### config.mk
export PLATFORM = sky130hd
export DESIGN_NAME = sort_and_deduplicate
export DESIGN_NICKNAME = d
export VERILOG_FILES = /design/src/sv/sad_pkg.sv /design/src/sv/sort_and_deduplicate.sv /design/src/sv/sad_ram.sv
export SDC_FILE = /design/constraint.sdc
export NUM_CORES = 2
export LEC_CHECK = 0
export CORE_MARGIN = 10
export CORE_UTILIZATION = 45
export CTS_CLUSTER_SIZE = 30
export DETAILED_ROUTE_END_ITERATION = 8
export DONT_BUFFER_PORTS = 1
export HOLD_SLACK_MARGIN = 0.02
export PLACE_DENSITY = 0.64
export SETUP_SLACK_MARGIN = 0.02
export SKIP_LAST_GASP = 1
export SYNTH_ARGS = -nofsm -noshare
export SYNTH_HDL_FRONTEND = slang
export SYNTH_HIERARCHICAL = 1
export SYNTH_SLANG_ARGS = --single-unit
### constraint.sdc
create_clock -name clk -period 15.4 [get_ports clk]
set_input_delay 0.77 -clock clk [delete_from_list [all_inputs] [get_ports clk]]
set_output_delay 0.77 -clock clk [all_outputs]
set_load 0.01 [all_outputs]
### src/sv/sad_pkg.sv
// Shared constants and types for the sort-and-deduplicate block.
`default_nettype none
package sad_pkg;
  localparam int MAX_ITEMS = 64;
  localparam int AW = $clog2(MAX_ITEMS);
  localparam int CW = $clog2(MAX_ITEMS + 1);
  localparam int DW = 32;

  typedef logic [AW-1:0] addr_t;
  typedef logic [CW-1:0] cnt_t;
  typedef logic [DW-1:0] word_t;
endpackage
`default_nettype wire

### src/sv/sort_and_deduplicate.sv
// Sort-and-deduplicate: collects a set of signed values, sorts them, emits distinct ones.
// Usage:
//   s_axis carries one value per transaction (tdata = in_value, tlast = in_last).
//   Loading accepts one value per cycle; values past MAX_ITEMS are dropped and flagged.
//   The transaction with tlast closes the set. The block then sorts the store in
//   place with an insertion sort over one RAM (one read and one write port). Each
//   outer step passes through index, read and compare states, and each shift
//   repeats the read and compare. Afterwards the store is swept once, each stored
//   value passing through read, wait and check states; each distinct value goes
//   out on m_axis, ascending.
//   The last result has tlast=1, distinct_count and overflowed set.
//   m_axis uses a one-entry output register; when the receiver stalls the sweep
//   holds. s_axis_tready is low from the closing transaction until the last result
//   is loaded into the output register.
//   Reset (rst, synchronous) empties the set; no clearing pass is needed.
`default_nettype none
module sort_and_deduplicate
  import sad_pkg::*;
(
  input  wire logic        clk,
  input  wire logic        rst,
  input  wire logic        s_axis_tvalid,
  output logic             s_axis_tready,
  input  wire logic [31:0] s_axis_tdata,   // [31:0] in_value
  input  wire logic        s_axis_tlast,   // in_last
  output logic             m_axis_tvalid,
  input  wire logic        m_axis_tready,
  output logic      [39:0] m_axis_tdata,   // [31:0] out_value, [38:32] distinct_count,
                                           // [39] overflowed
  output logic             m_axis_tlast    // out_last
);
  typedef enum logic [2:0] {
    LOAD, S_RD, S_CMP, S_WR, E_RD, E_WAIT, E_CHK
  } state_t;

  state_t state;
  cnt_t   fill_count;
  logic   overflow_seen;
  cnt_t   i_idx;      // insertion outer index
  cnt_t   j_idx;      // shifting position
  word_t  key;
  cnt_t   e_idx;      // emit sweep index
  word_t  prev;
  logic   have_prev;
  cnt_t   dcount;
  word_t  pend;       // value waiting to see whether it is the largest
  logic   pend_v;

  logic   we;
  addr_t  waddr, raddr;
  word_t  wdata, rdata;

  sad_ram #(.WIDTH(DW), .DEPTH(MAX_ITEMS)) u_ram (
    .clk, .we, .waddr, .wdata, .raddr, .rdata
  );

  logic acc_in, out_free, out_load;
  assign acc_in   = s_axis_tvalid && s_axis_tready;
  assign out_free = !m_axis_tvalid || m_axis_tready;
  assign s_axis_tready = (state == LOAD);
  // a result enters the output register this cycle
  assign out_load = (state == E_CHK) && out_free &&
                    ((e_idx == fill_count) || (pend_v && !(have_prev && rdata == prev)));

  function automatic logic slt(word_t a, word_t b);
    return $signed(a) < $signed(b);
  endfunction

  always_comb begin
    we    = 1'b0;
    waddr = fill_count[AW-1:0];
    wdata = s_axis_tdata;
    raddr = '0;
    unique case (state)
      LOAD: begin
        we = acc_in && (fill_count != cnt_t'(MAX_ITEMS));
      end
      S_RD:  raddr = addr_t'(j_idx - cnt_t'(1));
      S_CMP: begin
        raddr = addr_t'(j_idx - cnt_t'(1));
        waddr = j_idx[AW-1:0];
        if (slt(key, rdata)) begin
          we = 1'b1; wdata = rdata;
        end else begin
          we = 1'b1; wdata = key;
        end
      end
      S_WR: begin
        we = 1'b1; waddr = j_idx[AW-1:0]; wdata = key;
        raddr = i_idx[AW-1:0];
      end
      E_RD, E_WAIT, E_CHK: raddr = e_idx[AW-1:0];
      default: ;
    endcase
  end

  always_ff @(posedge clk) begin
    if (rst) begin
      state         <= LOAD;
      fill_count    <= '0;
      overflow_seen <= 1'b0;
      m_axis_tvalid <= 1'b0;
      pend_v        <= 1'b0;
      have_prev     <= 1'b0;
      dcount        <= '0;
    end else begin
      if (out_load) m_axis_tvalid <= 1'b1;
      else if (m_axis_tready) m_axis_tvalid <= 1'b0;
      unique case (state)
        LOAD: if (acc_in) begin
          cnt_t n;
          n = fill_count;
          if (fill_count != cnt_t'(MAX_ITEMS)) begin
            n = fill_count + cnt_t'(1);
            fill_count <= n;
          end else begin
            overflow_seen <= 1'b1;
          end
          // key mirrors entry 0 until the sort starts
          if (fill_count == '0) key <= s_axis_tdata;
          if (s_axis_tlast) begin
            i_idx <= cnt_t'(1);
            state <= S_WR;   // S_WR primes: with i=1,j=0 it rewrites entry 0 harmlessly
            j_idx <= '0;
          end
        end
        S_WR: begin
          // entry at j now holds key; fetch next outer element
          if (i_idx >= fill_count) begin
            e_idx <= '0; have_prev <= 1'b0; dcount <= '0; pend_v <= 1'b0;
            state <= E_RD;
          end else begin
            state <= S_RD;
            j_idx <= i_idx;
          end
        end
        S_RD: begin
          // on entry from S_WR, rdata is element i
          if (j_idx == i_idx) key <= rdata;
          state <= S_CMP;
        end
        S_CMP: begin
          if (slt(key, rdata)) begin
            j_idx <= j_idx - cnt_t'(1);
            if (j_idx == cnt_t'(1)) begin
              state <= S_WR;
              i_idx <= i_idx + cnt_t'(1);
            end else begin
              state <= S_RD;
              key   <= key;
            end
          end else begin
            i_idx <= i_idx + cnt_t'(1);
            state <= S_WR;
          end
        end
        E_RD: state <= E_WAIT;
        E_WAIT: state <= E_CHK;
        E_CHK: begin
          if (e_idx == fill_count) begin
            if (out_free) begin
              m_axis_tdata  <= {overflow_seen, dcount, pend};
              m_axis_tlast  <= 1'b1;
              fill_count <= '0; overflow_seen <= 1'b0;
              state <= LOAD;
            end
          end else if (have_prev && rdata == prev) begin
            e_idx <= e_idx + cnt_t'(1);
            state <= E_RD;
          end else if (!pend_v || out_free) begin
            if (pend_v) begin
              m_axis_tdata  <= {1'b0, 7'd0, pend};
              m_axis_tlast  <= 1'b0;
            end
            pend <= rdata; pend_v <= 1'b1;
            prev <= rdata; have_prev <= 1'b1;
            dcount <= dcount + cnt_t'(1);
            e_idx <= e_idx + cnt_t'(1);
            state <= E_RD;
          end
        end
        default: state <= LOAD;
      endcase
    end
  end

`ifndef ASSERT_OFF
  a_fill_range: assert property (@(posedge clk) disable iff (rst)
    fill_count <= cnt_t'(MAX_ITEMS)) else $error("fill count out of range");
  a_last_count: assert property (@(posedge clk) disable iff (rst)
    m_axis_tvalid && m_axis_tlast |-> m_axis_tdata[38:32] != 7'd0)
    else $error("last result with zero count");
  a_no_load_busy: assert property (@(posedge clk) disable iff (rst)
    state != LOAD |-> !s_axis_tready) else $error("accepting while busy");
`endif
endmodule
`default_nettype wire

### src/sv/sad_ram.sv
// Generic single-write, single-read RAM with registered read data.
`default_nettype none
module sad_ram #(
  parameter int WIDTH = 32,
  parameter int DEPTH = 64
) (
  input  wire logic                     clk,
  input  wire logic                     we,
  input  wire logic [$clog2(DEPTH)-1:0] waddr,
  input  wire logic [WIDTH-1:0]         wdata,
  input  wire logic [$clog2(DEPTH)-1:0] raddr,
  output logic      [WIDTH-1:0]         rdata
);
  logic [WIDTH-1:0] mem [DEPTH];

  always_ff @(posedge clk) begin
    if (we) begin
      mem[waddr] <= wdata;
    end
    rdata <= mem[raddr];
  end
endmodule
`default_nettype wire

# ---- Word level (Yosys, flattened, before mapping)
# Memory sizes are Yosys's and may differ from the RTL's. A register that Yosys moved wholly into a read port is not among the register bits.
# Cells that the tools add are included.
dict set report word_totals {
  ff_bits 146
  ram_bits 2048
  out_inout_bits 43
  wordCells 157
  n_memories 1
}
# name words width read_ports rd_ports_with_merged_regs write_ports line
set mem_list {}
lappend mem_list {u_ram.mem 64 32 1 1 1 sad_ram.sv:14} ;# logic [WIDTH-1:0] mem [DEPTH];
dict set report op_classes {
  n_addsub 5
  magnitude_cmp 2
  n_eq_ne 31
  mux 67
  n_bitwise 3
  reduce_logical 35
}
# operator count
set ops {}
lappend ops {{2-to-1 mux 40 bit} 5}
lappend ops {{2-to-1 mux 7 bit} 19}
lappend ops {{2-to-1 mux 32 bit} 4}
lappend ops {{case mux 32 bit (2 select lines)} 2}
lappend ops {{case mux 7 bit (2 select lines)} 4}
lappend ops {{AND reduction 5 bit} 7}
lappend ops {{== test 32 bit} 1}
lappend ops {{< comparator 32 bit} 1}
lappend ops {{adder 7 x 1 -> 7 bit, second input constant} 4}
lappend ops {{2-to-1 mux 3 bit} 8}
lappend ops {{case mux 3 bit (7 select lines)} 1}
lappend ops {{case mux 7 bit (3 select lines)} 1}
lappend ops {{inequality test 2 bit, second input constant} 10}
lappend ops {{case mux 6 bit (3 select lines)} 1}
lappend ops {{2-to-1 mux 1 bit} 17}
lappend ops {{== test 7 bit} 2}
lappend ops {{nonzero test 2 bit} 7}
lappend ops {{inequality test 2 x 1 -> 1 bit, second input constant} 6}
lappend ops {{AND reduction 6 bit} 2}
lappend ops {{== test 3 bit, second input constant} 3}
lappend ops {{== test 7 x 1 -> 1 bit, second input constant} 1}
lappend ops {{>= comparator 7 bit} 1}
lappend ops {{zero test 7 bit} 1}
lappend ops {{inequality test 7 bit, second input constant} 1}
lappend ops {{other kinds (18)} 34}

# ---- Depth between registers and ports, before layout
dict set report depth {
  ltp_word 7
  mapped_depth 16
}

# ---- Cells and area by module
# The synthesis kept the hierarchy.
# module instances cells_each area_per_inst_um2 seq_area_each_um2
set modules_own_cells {}
lappend modules_own_cells {sad_ram 1 3511 79039.6 62139.6}
lappend modules_own_cells {sort_and_deduplicate 1 740 8374.3 4184.0}

# ---- Least setup slack after synthesis
# Ideal clock, no wire load.
dict set report synth_timing {
  path_kind {input-to-reg}
  from {input m_axis_tready}
  to {register pend[0], enable pin}
  setup_time_ps 595
  arrival_time_ps 6145
  slack_ps 8660
  stages 3
  path_buffers 0
  path_cell_list {nor2b_1 -> a21o_1 -> a2111oi_0}
}
dict set report synth_between {
  elab_chain_cells 3
}
# element line
set synth_rtl {}
lappend synth_rtl {{from (decl)} sort_and_deduplicate.sv:27} ;# input wire logic m_axis_tready,
lappend synth_rtl {{logical OR 1 bit} sort_and_deduplicate.sv:59} ;# assign out_free = !m_axis_tvalid || m_axis_tready;
lappend synth_rtl {{logical OR 1 bit} sort_and_deduplicate.sv:170} ;# end else if (!pend_v || out_free) begin
lappend synth_rtl {{AND reduction 5 bit (no source line)} --}
lappend synth_rtl {{to (signal assigned)} sort_and_deduplicate.sv:175} ;# pend <= rdata; pend_v <= 1'b1;
lappend synth_rtl {{to (decl)} sort_and_deduplicate.sv:46} ;# word_t pend;
# Every way passes these cells.
# A chain may end at the register's enable or synchronous reset.

# ---- Final worst setup path
dict set report layout_timing {
  from {register state[1]}
  to {register u_ram.rdata[31], read port of u_ram.mem}
}
dict set report layout_between {
  elab_chain_cells 3
  word_cells_on_any_way 9
  cone_classes {eq/ne (6); mux (1); reduce/logical (2)}
}
# element line
set layout_rtl {}
lappend layout_rtl {{from (decl)} sort_and_deduplicate.sv:36} ;# state_t state;
lappend layout_rtl {{from (signal assigned)} sort_and_deduplicate.sv:99} ;# state <= LOAD;
lappend layout_rtl {{from (signal assigned)} sort_and_deduplicate.sv:123} ;# state <= S_WR;
lappend layout_rtl {{from (signal assigned)} sort_and_deduplicate.sv:131} ;# state <= E_RD;
lappend layout_rtl {{== test 3 bit, or another cell as far along} sort_and_deduplicate.sv:74} ;# unique case (state)
lappend layout_rtl {{OR reduction 3 bit or OR reduction 2 bit (tied branches)} --}
lappend layout_rtl {{case mux 6 bit (3 select lines) *} sort_and_deduplicate.sv:74}
lappend layout_rtl {{named net raddr[0]} sort_and_deduplicate.sv:50} ;# addr_t waddr, raddr;
lappend layout_rtl {{to (decl)} sad_ram.sv:12} ;# output logic [WIDTH-1:0] rdata
# Mark *: on every way through the listed nets, which the timed path passes. The rest lies on a longest branch.

==> summary.md <==
| Metric | Value |
|---|---|
| Critical Path Start Type | `register` |
| Final Max Slew Viols | `1` |
| Fmax | `156 MHz` |
| Switching pwr | `0.00788 W` |
| Gate power share | `37.5%` |
| Flop pwr share | `38.0%` |
| I/O pins | `80` |
| Reg2Reg Depth | `11` |
| Layout area overhead | `12.4%` |
| Mapped cell area | `87400 um2` |
| Root Buffer | `clkbuf_16` |
| CTS Hold Buffers Added | `2` |
| CTS tree | `yes` |
| PnR worst setup slack | `9.00 ns` |
| Crit path arrival time | `7.18 ns` |
| First-pass GRT wire length | `330000 um` |
| CP max stage cell | `nor2_4` |
| Top cell by count, worst path | `buf_4` |
| Post-layout min period | `6.40 ns` |
| Dpl cell area | `91100 um2` |
| WL final | `232000 um` |
| Post-route ant nets | `0` |
| Initial core utilization | `45.3%` |
| Initial DRC Count | `5923` |
| Largest net degree at the start of global routing | `117` |
| Outcome | `finished with violations` |
| Worst Hold End | `dcount[5]` |
| FF-to-FF Start | `state[1]` |
| Die H | `461 um` |
| Final TNS setup | `0 ns` |
| Crit Path Max Fanout | `103` |
| Core Rows | `161` |
| Critical Path, Cell by Cell | `nor2b_1 -> a221oi_1 -> nor2_4 -> buf_4 -> buf_12 -> buf_4 -> mux2i_1 -> o22ai_1 -> a211oi_1 -> nor3_1 -> o211a_1` |
| EDFF count, synth | `2174` |
| Worst endpoint required time | `16.19 ns` |
| Slowest Stage Delay on Critical Path | `0.84 ns` |
| Cts repair resizes | `0` |
| Count of different cell masters after synthesis | `71` |
| Vias in the first global route | `43500` |
| Hold Startpoint | `rst` |
| Clock Tree Buf Depth | `3` |
| Switching share of power | `36.4%` |
| Final HPWL DP | `126000 um` |
| Hold slack | `0.0924 ns` |
| Avg WL per Cell | `32.7 um` |
| CP Class | `reg -> reg` |
| Final period util | `41.5%` |
| Final nets | `4477` |
| Max Cap Viol | `1` |
| Total track usage | `21.7%` |
| Drt drc | `0` |
| Layout Skew | `0.0491 ns` |
| Chip width | `461 um` |
| Post-Syn Instances | `4251` |
| Seq/Total Area, Yosys | `75.9%` |
| Core area | `193000 um2` |
| H-Tree Depth | `4` |
| Slew headroom | `-0.244%` |
| Worst R2R Setup Slack | `9.00 ns` |
| Failing checks | `max-capacitance violations, max-slew violations` |
| Hold Path Class | `in -> reg` |
| Clock share of power | `24.5%` |
| Grt ovf | `0` |
| RD Place Congestion | `0.830` |
| Int Power | `0.0138 W` |
| Initial antenna violation count | `15` |
| Syn_nets | `4333` |
| Cell area after layout | `98200 um2` |
| Hold path depth | `2` |
| Ys async rst share | `0%` |
| PD cells | `221 nW/um2` |
| Synth warnings | `6` |
| Share of cells above drive strength 1 | `24.1%` |
| Port bufs | `0` |
| Leakage | `30.3 nW` |
| TritonRoute pass-1 iters | `6` |
| Worst reg2reg endpoint | `u_ram/rdata[31]` |
| Total die area | `212000 um2` |
| # setup viols final | `0` |
| Placed cells | `6708` |
| Worst-path clk slew | `0.07 ns` |
| Clock latency on the worst-skew pair | `0.87 ns` |
| Kind of end point of the critical path | `register` |
| VDD IR max | `0.000192 V` |
| Unrepaired setup endpoints after global routing | `no` |
| Final Non-Filler Cells | `7113` |
| Most common flop cell mapped by yosys | `edfxtp_1` |
| Sink Count | `2226` |
| Postcts setup bufs | `0` |
| Post-place setup slack | `9.09 ns` |
| Measured slew at the worst slew-check pin | `1.49 ns` |
| Fill count | `14900` |
| Flops & latches, synth | `2226` |
| Via count of the routed design | `44300` |
| Syn avg cell area | `20.6 um2` |
| Final number of hold-violating endpoints | `0` |
| Avg Vias per Cell | `6.23` |
| Total CTS buffers | `209` |
==> final cells by class <==
cell class	count	area (um2)	share of cell area, %
Sequential cell	2226	66300	67.5
Clock inverter	108	1280	1.30
Tap cell	2526	3160	3.22
Inverter	54	203	0.206
Clock buffer	282	5810	5.91
Timing Repair Buffer	167	1330	1.36
Antenna cell	13	32.5	0.0331
Multi-Input combinational cell	1737	20100	20.5
==> state kept, by name, indices dropped and copies added, names as in the netlist <==
signal	count
e_idx	7
dcount	7
j_idx	7
overflow_seen	1
m_axis_tvalid	1
fill_count	7
m_axis_tdata	40
key	32
u_ram/rdata	32
pend	32
m_axis_tlast	1
i_idx	7
u_ram/mem	2048
pend_v	1
state	3
==> layer usage <==
metal | share of wire [%] | wire length [um] | vias up | GRT usage [%]
met2 | 47 | 110000 | 2239 | 34.4
met4 | 3.2 | 7340 | 10 | 7.19
met5 | 0.026 | 60 | - | 0
li1 | - | - | 18000 | -
met3 | 9.8 | 22700 | 313 | 4.74
met1 | 40 | 92400 | 23800 | 30.0
==> worst max-delay path: cells and delay by family (launching register included) <==
kind | cells | cell delay, ns
AND/OR/NAND/NOR | 3 | 2.13
buffers and inverters | 3 | 2.09
flip-flops | 1 | 0.81
AO/OA/AOI/OAI | 4 | 0.80
multiplexers | 1 | 0.17
==> synthesized netlist by cell type (22+ instances only) <==
master | number | area, um2
a211oi_1 | 22 | 165
a21oi_1 | 60 | 300
a221o_1 | 31 | 310
a22oi_1 | 128 | 961
and2_1 | 44 | 275
buf_2 | 58 | 290
buf_4 | 28 | 210
buf_6 | 37 | 417
clkbuf_1 | 90 | 338
dfxtp_1 | 52 | 1040
edfxtp_1 | 2174 | 65300
ha_1 | 45 | 563
inv_1 | 53 | 199
mux2_2 | 37 | 417
mux2i_1 | 195 | 1950
mux4_2 | 446 | 10000
nand2_1 | 67 | 251
nand3_1 | 59 | 295
nor2_1 | 142 | 533
nor2b_1 | 52 | 325
o21ai_0 | 45 | 225
o22ai_1 | 43 | 269
xnor2_1 | 54 | 473
==> cell usage in the layout (no fill, tap or decap), drive strengths merged, types with 31 or more instances in the layout <==
cell type	Yosys	routed
o22ai	43	43
mux2i	195	195
clkbuf	91	282
and2	45	45
a21oi	62	62
mux4	446	446
buf	143	165
a221o	31	31
ha	45	45
edfxtp	2174	2174
inv	53	62
xnor2	54	54
nor2b	52	52
nand2	67	67
clkinv	1	68
o21ai	45	45
nand3	59	59
a22oi	128	128
dfxtp	52	52
mux2	38	38
nor2	142	142
==> worst max path at each step <==
stage,from,slack [ns],endpoint
after floorplan,m_axis_tready,8.66,pend[0]
after global placement,state[1],9.14,u_ram/rdata[16]
after detailed placement,state[1],9.09,u_ram/rdata[31]
after CTS,state[1],9.06,u_ram/rdata[31]
after global routing,state[1],8.59,u_ram/rdata[1]
final,state[1],9.00,u_ram/rdata[31]
==> logic make-up after synthesis <==
| logic type | after synthesis | synth area share [%] |
|---|---|---|
| and+or+nand+nor | 467 | 2.70 |
| muxes | 679 | 14.2 |
| AOI/OAI and AO/OA | 480 | 4.03 |
| adders and majority gates | 45 | 0.644 |
| DFF | 2226 | 75.9 |
| buffers and inverters | 288 | 1.88 |
| xor gates and xnor gates | 66 | 0.661 |
==> power by group through the flow <==
stage	clock, W	sequential [W]	combinational (W)
3_3_place_gp	0	0.00834	0.00802
2_1_floorplan	0	0.00819	0.00509
5_1_grt	0.00562	0.00826	0.00855
3_5_place_dp	0	0.00836	0.00813
4_1_cts	0.00537	0.00823	0.00815
6_report	0.00530	0.00824	0.00813
==> metrics by stage <==
step / utilization (%) / power [W]
after detailed placement: 47.3 / 0.0165
after global routing: 51.0 / 0.0224
after floorplan: - / 0.0133
after CTS: 50.9 / 0.0218
after global placement: 47.3 / 0.0164
final: 51.0 / 0.0217
(Power assumes the default switching activity.)
